===== src/sv/bero_pkg.sv =====
package bero_pkg;

    // image geometry
    localparam int MAX_WORDS = 64;
    localparam int ADDR_W    = $clog2(MAX_WORDS);
    localparam int WORD_W    = 64;
    localparam int ROW_W     = 12;
    localparam int COL_W     = 6;
    localparam int WPR_W     = 7;

    // configuration port
    localparam int CFG_IDX_W  = 2;
    localparam int CFG_DATA_W = 12;

    typedef enum logic [CFG_IDX_W-1:0] {
        CFG_WORDS_PER_ROW = 2'd0,
        CFG_ROW_TOTAL     = 2'd1,
        CFG_BORDER_FILL   = 2'd2
    } cfg_index_t;

    localparam logic [WPR_W-1:0] WPR_RESET  = 7'd10;
    localparam logic [ROW_W-1:0] ROWS_RESET = 12'd480;

    // result queue
    localparam int FIFO_DEPTH = 8;
    localparam int FIFO_PTR_W = $clog2(FIFO_DEPTH);
    localparam int FIFO_CNT_W = FIFO_PTR_W + 1;
    localparam logic [FIFO_CNT_W-1:0] ROOM_IDLE = FIFO_CNT_W'(FIFO_DEPTH - 2);
    localparam logic [FIFO_CNT_W-1:0] ROOM_BUSY = FIFO_CNT_W'(FIFO_DEPTH - 4);

    typedef struct packed {
        logic [WPR_W-1:0] words_per_row;
        logic [ROW_W-1:0] row_total;
        logic             border_fill;
    } cfg_t;

    typedef struct packed {
        logic [WORD_W-1:0] eroded_word;
        logic [ROW_W-1:0]  out_row;
        logic [COL_W-1:0]  out_col;
        logic              frame_end;
    } result_t;

    // up to two results per item; v1 implies v0
    typedef struct packed {
        logic    v0;
        logic    v1;
        result_t r0;
        result_t r1;
    } push_t;

    // horizontal AND with carry across neighbouring words
    function automatic logic [WORD_W-1:0] erode_word(
        input logic [WORD_W-1:0] left,
        input logic [WORD_W-1:0] center,
        input logic [WORD_W-1:0] right
    );
        logic [WORD_W-1:0] from_left;
        logic [WORD_W-1:0] from_right;
        from_left  = {center[WORD_W-2:0], left[WORD_W-1]};
        from_right = {right[0], center[WORD_W-1:1]};
        return center & from_left & from_right;
    endfunction

endpackage


===== src/sv/bero_res_if.sv =====
interface bero_res_if;
    import bero_pkg::*;

    logic              valid;
    logic              ready;
    logic [WORD_W-1:0] eroded_word;
    logic [ROW_W-1:0]  out_row;
    logic [COL_W-1:0]  out_col;
    logic              frame_end;

    modport source (
        output valid, output eroded_word, output out_row, output out_col,
        output frame_end, input ready
    );
    modport sink (
        input valid, input eroded_word, input out_row, input out_col,
        input frame_end, output ready
    );
endinterface


===== src/sv/bero_fifo.sv =====
module bero_fifo
    import bero_pkg::*;
(
    input  logic                  clk,
    input  logic                  rst_n,
    input  push_t                 push,
    output logic [FIFO_CNT_W-1:0] level,
    bero_res_if.source            results
);

    result_t               mem_reg [FIFO_DEPTH];
    logic [FIFO_PTR_W-1:0] wr_ptr_reg, wr_ptr_next;
    logic [FIFO_PTR_W-1:0] rd_ptr_reg, rd_ptr_next;
    logic [FIFO_CNT_W-1:0] count_reg, count_next;
    logic [FIFO_PTR_W-1:0] wr_ptr_plus1;
    logic [1:0]            n_push;
    logic                  pop;
    result_t               head;

    // pointer and count update
    always_comb
    begin
        n_push       = {1'b0, push.v0} + {1'b0, push.v1};
        pop          = results.valid && results.ready;
        wr_ptr_plus1 = wr_ptr_reg + 1'b1;
        wr_ptr_next  = wr_ptr_reg + FIFO_PTR_W'(n_push);
        rd_ptr_next  = rd_ptr_reg + FIFO_PTR_W'(pop);
        count_next   = count_reg + FIFO_CNT_W'(n_push) - FIFO_CNT_W'(pop);
    end

    always_ff @(posedge clk or negedge rst_n)
    begin
        if (!rst_n)
        begin
            wr_ptr_reg <= '0;
            rd_ptr_reg <= '0;
            count_reg  <= '0;
        end
        else
        begin
            wr_ptr_reg <= wr_ptr_next;
            rd_ptr_reg <= rd_ptr_next;
            count_reg  <= count_next;
        end
    end

    // storage, two write slots per cycle
    always_ff @(posedge clk)
    begin
        if (push.v0)
        begin
            mem_reg[wr_ptr_reg] <= push.r0;
        end
        if (push.v1)
        begin
            mem_reg[wr_ptr_plus1] <= push.r1;
        end
    end

    // head of queue
    assign head                = mem_reg[rd_ptr_reg];
    assign results.valid       = (count_reg != '0);
    assign results.eroded_word = head.eroded_word;
    assign results.out_row     = head.out_row;
    assign results.out_col     = head.out_col;
    assign results.frame_end   = head.frame_end;
    assign level               = count_reg;

endmodule


===== src/flat_wrapper.sv =====
// flat-port wrapper written by rule: the top's interface ports become plain ports
module bero_fifo_flat import bero_pkg::*;
  (clk, rst_n, push, level, results_valid, results_eroded_word, results_out_row, results_out_col, results_frame_end, results_ready);
  bero_res_if results_i ();
  input  logic clk;
  input  logic rst_n;
  input  push_t push;
  output logic [FIFO_CNT_W-1:0] level;
  output wire logic [$bits(results_i.valid)-1:0] results_valid;
  output wire logic [$bits(results_i.eroded_word)-1:0] results_eroded_word;
  output wire logic [$bits(results_i.out_row)-1:0] results_out_row;
  output wire logic [$bits(results_i.out_col)-1:0] results_out_col;
  output wire logic [$bits(results_i.frame_end)-1:0] results_frame_end;
  input wire logic [$bits(results_i.ready)-1:0] results_ready;
  assign results_valid = results_i.valid;
  assign results_eroded_word = results_i.eroded_word;
  assign results_out_row = results_i.out_row;
  assign results_out_col = results_i.out_col;
  assign results_frame_end = results_i.frame_end;
  assign results_i.ready = results_ready;
  bero_fifo u_core (.clk(clk), .rst_n(rst_n), .push(push), .level(level), .results(results_i));
endmodule

===== config.mk =====
export PLATFORM = sky130hd
export DESIGN_NAME = bero_fifo_flat
export DESIGN_NICKNAME = d
export VERILOG_FILES = /design/src/sv/bero_pkg.sv /design/src/sv/bero_res_if.sv /design/src/sv/bero_fifo.sv /design/src/flat_wrapper.sv
export SDC_FILE = /design/constraint.sdc
export NUM_CORES = 1
export LEC_CHECK = 0
export ABC_AREA = 1
export BUFFER_PORTS_ARGS = -buffer_cell sky130_fd_sc_hd__buf_2
export CAP_MARGIN = 20
export CELL_PAD_IN_SITES_DETAIL_PLACEMENT = 1
export CELL_PAD_IN_SITES_GLOBAL_PLACEMENT = 1
export CORE_ASPECT_RATIO = 0.8
export CORE_UTILIZATION = 43
export CTS_CLUSTER_SIZE = 25
export DETAILED_ROUTE_END_ITERATION = 7
export HOLD_SLACK_MARGIN = 0.12
export PLACE_DENSITY = 0.8
export SLEW_MARGIN = 20
export SYNTH_ARGS = -nofsm -noshare
export SYNTH_HDL_FRONTEND = slang
export SYNTH_SLANG_ARGS = --single-unit

===== constraint.sdc =====
create_clock -name clk -period 7.81 [get_ports clk]
set_input_delay 1.1715 -clock clk [delete_from_list [all_inputs] [get_ports clk]]
set_output_delay 1.1715 -clock clk [all_outputs]
set_load 0.02 [all_outputs]

Word-level counts from Yosys, hierarchy flattened. Memory sizes are Yosys's and may differ from the RTL's. Index checks and enable logic that the tools add are counted.

Bits in writable memories: 664. Output and inout port bits: 88. Register bits: 10. Memories kept: 1.

Add/subtract/negate cells: 6. Muxes and demuxes: 4. Reductions and logical operators: 2.

Memories: u_core.mem_reg (words 8, bits a word 83, read ports 1, clocked after memory_dff 0, wr ports 2, line bero_fifo.sv:11) `result_t mem_reg [FIFO_DEPTH];`.

Operators by type and width (count): $add 4x2->4 (1); $mux 1 (4); $reduce_bool 4->1 (1); $sub 4x1->4 (1); $add 3x1->3 (1); $add 3x1->3 const B (1); $add 3x2->3 (1); $add 1x1->2 (1); $logic_and 1x1->1 (1).

Longest topological paths before layout.
Depth in word-level cells: 3. Depth in mapped cells: 10. Depth with buffers taken out: 9.

Least setup slack after synthesis. Ideal clock, no wire load.

Path kind: input port to flip-flop. Start point: input port push[167] (netlist name). End point: memory u_core.mem_reg[7][0] (netlist name) (enable). Path buffers: 0. Data arrival time: 7096 ps. Stages on the path: 2. Library setup time: 639 ps. Path slack: 75 ps. Path through: nand2_1 o21ai_0.

RTL lines: start: declaration (line flat_wrapper.sv:7) `input push_t push;`; end: declaration (line bero_fifo.sv:11).

Worst setup path in the final report.
Start point: register u_core.rd_ptr_reg[0]. End point: output port results_frame_end.

Longest elaborated chain between the ends: 1.

RTL lines: start: declaration (line bero_fifo.sv:13) `logic [FIFO_PTR_W-1:0] rd_ptr_reg, rd_ptr_next;`; start signal: assignment (line bero_fifo.sv:42) `rd_ptr_reg <= rd_ptr_next;`; $mem_v2 8x83; end: declaration (line flat_wrapper.sv:13) `output wire logic [$bits(results_i.frame_end)-1:0] results_frame_end;`.

Every way passes these cells.

==> results by group <==
Yosys
  • Top cell type's share of synthesized area: around 49%
  • Synth unique cells: 23
  • Ranking of synthesized cells by area: edfxtp_1, nand2_1, nand4_1, inv_1, nand3_1
  • EDFF count, synth: 664
  • Register area share after synthesis: 49.5%
  • Mapped Nets: 5587
  • #FFs+latches synth: 674
  • Post-synth ARST share: 1.48%
  • Synthesized cell area: 40800 um^2
  • Warnings from Yosys: 0
  • Most frequent cell after synthesis: nand2_1
  • Largest area contributor in the netlist: edfxtp_1
  • Top_reg_cell synth: edfxtp_1
  • Top cells by count, synth: nand2_1, inv_1, edfxtp_1, nand4_1, nand3_1
  • Mean Syn Cell Area: 7.55 um^2
  • Post-Syn Instances: 5405

Setup path
  • CP max-delay cell: buf_4
  • Kind of end point of the critical path: output port
  • Worst Setup SP: u_core.rd_ptr_reg[0]$_DFF_PN0_
  • CP peak stage delay: around 830 ps
  • Max FO, Critical Path: 71
  • Buf+Inv Stages, Crit Path: 3
  • Critical path arrival: around 3900 ps
  • CP startpoint kind: register
  • Crit-path leading delay family: buffers and inverters
  • Reg-to-reg slack, setup: 3250 ps
  • CP dominant cell by count: nand2_1
  • Critical Path RT: 6640 ps
  • Critical path class: register to output port
  • RR Startpoint: u_core.wr_ptr_reg[0]$_DFF_PN0_
  • Crit-path cells: buf_4, buf_4, nand2_1, nand3_1, nand2_1, nand2_1, nand2_1, buf_2

Clock network
  • Hold_buf cts: 0
  • Cts repair resizes: 0
  • H-Tree Depth: 3
  • Clk slew on worst S/H paths: 60 ps
  • CTS tree: done
  • CTS Buf Count: 78
  • Skew-Pair Late Insertion Delay: 640 ps
  • CTS root buffer: clkbuf_16
  • Total setup buffers inserted after CTS: 0
  • Clock Path Buffers: 3
  • Clock Sinks: between 600 and 700

Global routing
  • Initial antenna violation count: 21
  • Total global-route track usage: between 30% and 40%
  • Total grt overflow: 0
  • First-pass GRT wire length: 232000 um
  • Largest net degree at the start of global routing: about 220
  • Vias in the first global route: 38600

Timing
  • Pins Over Slew Limit: 0
  • Final Hold Viols: 0
  • Actual slew at the worst max-slew pin: 1290 ps
  • Min cycle time layout: 5120 ps
  • Fmax: 0.195 GHz
  • RSZ-0062 raised after global routing: no
  • Skew final: 16.7 ps
  • Rel. slew slack: between 10% and 20%
  • Tcrit/Tclk final: 65.5%
  • Setup TNS: 0 ps
  • Final Setup Violations: 0

Placement
  • Detailed Place HPWL: around 80000 um
  • Port Buf Inserts: 258
  • Gp weighted congestion: 0.776

Layout
  • Max reg flops: 664
  • Core Util, Final: 47.0%
  • Fill cells: 11500
  • Final net count: 5389
  • Share of cells above drive strength 1: around 8.4%
  • Area grow syn2layout: 7.80%

Power and ir drop
  • Reg power frac: about 30%
  • Int Pwr: 9.82 mW
  • Combinational power share: roughly 52%
  • Sw Share: 51.5%
  • Static leakage: 21.6 nW
  • VDD IR max: approximately 0.00073 V
  • P_sw: 10.4 mW
  • Pwr/cell area: 460 nW/um^2
  • Clock power frac: 18.0%

Routing
  • Routed WL: 151000 um
  • DRC: 0
  • ANT nets after route: 0
  • Vias per std cell: 5.82
  • Drt first pass iters: 5
  • Initial DRC count: between 3000 and 4000
  • Per-cell routed wire length: 23.2 um
  • Vias: 37800

Floorplanning
  • Die Height: 278 um
  • Starting Density: 43.6%
  • Die area: around 96000 um^2
  • Rows: 100
  • Core area: between 90000 and 100000 um^2
  • I/O pin cnt: between 200 and 300
  • DIE WIDTH: 346 um

Run status
  • Status: finished clean

Hold path
  • HP Class: input port to asynchronous set/reset pin

Run
  • Maximum Capacitance Violations: 0
final timing paths:
kind,end,cells past startpoint
min in group clk,u_core.wr_ptr_reg[2]$_DFF_PN0_,1
worst max register to register,u_core.mem_reg[3][40]$_DFFE_PP_,8
max in group asynchronous,u_core.rd_ptr_reg[1]$_DFF_PN0_,1
worst min register to register,u_core.wr_ptr_reg[2]$_DFF_PN0_,1
worst min-delay path,u_core.level[2]$_DFF_PN0_,1
worst max-delay path,results_frame_end,8
area by class of cell:
class | instances | area (um^2) | share of cell area, %
diodes | 10 | 25.0 | 0.0569
inverters | 685 | 2600 | 5.91
clock buffers | 105 | 2170 | 4.93
well taps | 1224 | 1530 | 3.48
repair buffers | 310 | 1760 | 4.01
multi-input cells | 3458 | 15400 | 35.1
flip-flops and latches | 674 | 20200 | 45.9
clock inverters | 31 | 268 | 0.609
power by group through the flow:
stage | combinational, mW | sequential, mW | clock (mW)
floorplan | 7.02 | 6.11 | 0
global placement | 10.2 | 6.01 | 0
detailed placement | 10.4 | 6.07 | 0
CTS | 10.5 | 6.00 | 3.68
global route | 11.4 | 6.08 | 3.80
finish | 10.6 | 6.00 | 3.64
placed cells by master, fill, tap and decap left out, types with 2 or more instances in the layout:
cell	instances
a21oi_1	2
nor2_1	2
clkinv_1	13
buf_2	258
clkbuf_1	19
inv_8	3
o21ai_4	8
nand4_1	664
diode_2	10
clkbuf_16	81
clkinv_8	2
dfrtp_1	7
inv_1	679
bufinv_16	4
clkinv_2	10
buf_12	6
buf_6	2
dfrtp_4	3
buf_4	44
clkbuf_8	5
nand2_4	2
nand3_4	8
xor2_1	3
nand2_1	2420
fa_1	2
nand3_1	335
inv_6	2
edfxtp_1	664
ha_1	8
cell families (layout without fill, tap and decap cells):
| kind of cell | after synthesis | after routing | synth area share, % |
|---|---|---|---|
| xor+xnor | 4 | 4 | 0.0858 |
| flops | 674 | 674 | 49.5 |
| other cells | 0 | 10 | 0 |
| simple gates | 3432 | 3432 | 36.7 |
| compound gates | 11 | 11 | 0.135 |
| buf+inv | 1273 | 1131 | 13.2 |
| fa+ha+maj | 11 | 11 | 0.374 |
layer usage:
metal / up-vias / global-route usage (%) / wire [um]
met5: - / 0 / 101
met4: 16 / 9.90 / 3990
met3: 276 / 5.17 / 11700
met2: 1575 / 51.6 / 71500
met1: 18900 / 41.2 / 63400
li1: 17100 / - / -
worst register-to-register path, stage by stage, from the launching register on:
cell,delay [ps]
dfrtp_1,480
ha_4,220
inv_1,60
nand2_1,80
nand2_4,510
buf_4,840
nand3_4,900
o21ai_4,270
buf_4,770
through the flow:
step           cell area (um^2)  power (mW)  cells  hold WS [ps]  setup WS [ps]
6_report                  44000        20.2   6497           415           2690
5_1_grt                   44000        21.3   6491           407           2520
4_1_cts                   44000        20.2   6487           391           2730
3_5_place_dp              41500        16.5   6351           607           3070
3_3_place_gp              41500        16.2   6351           598           3060
2_1_floorplan             40800        13.1   5405           477           74.7
Note: power is estimated with default switching activity, not from simulation.
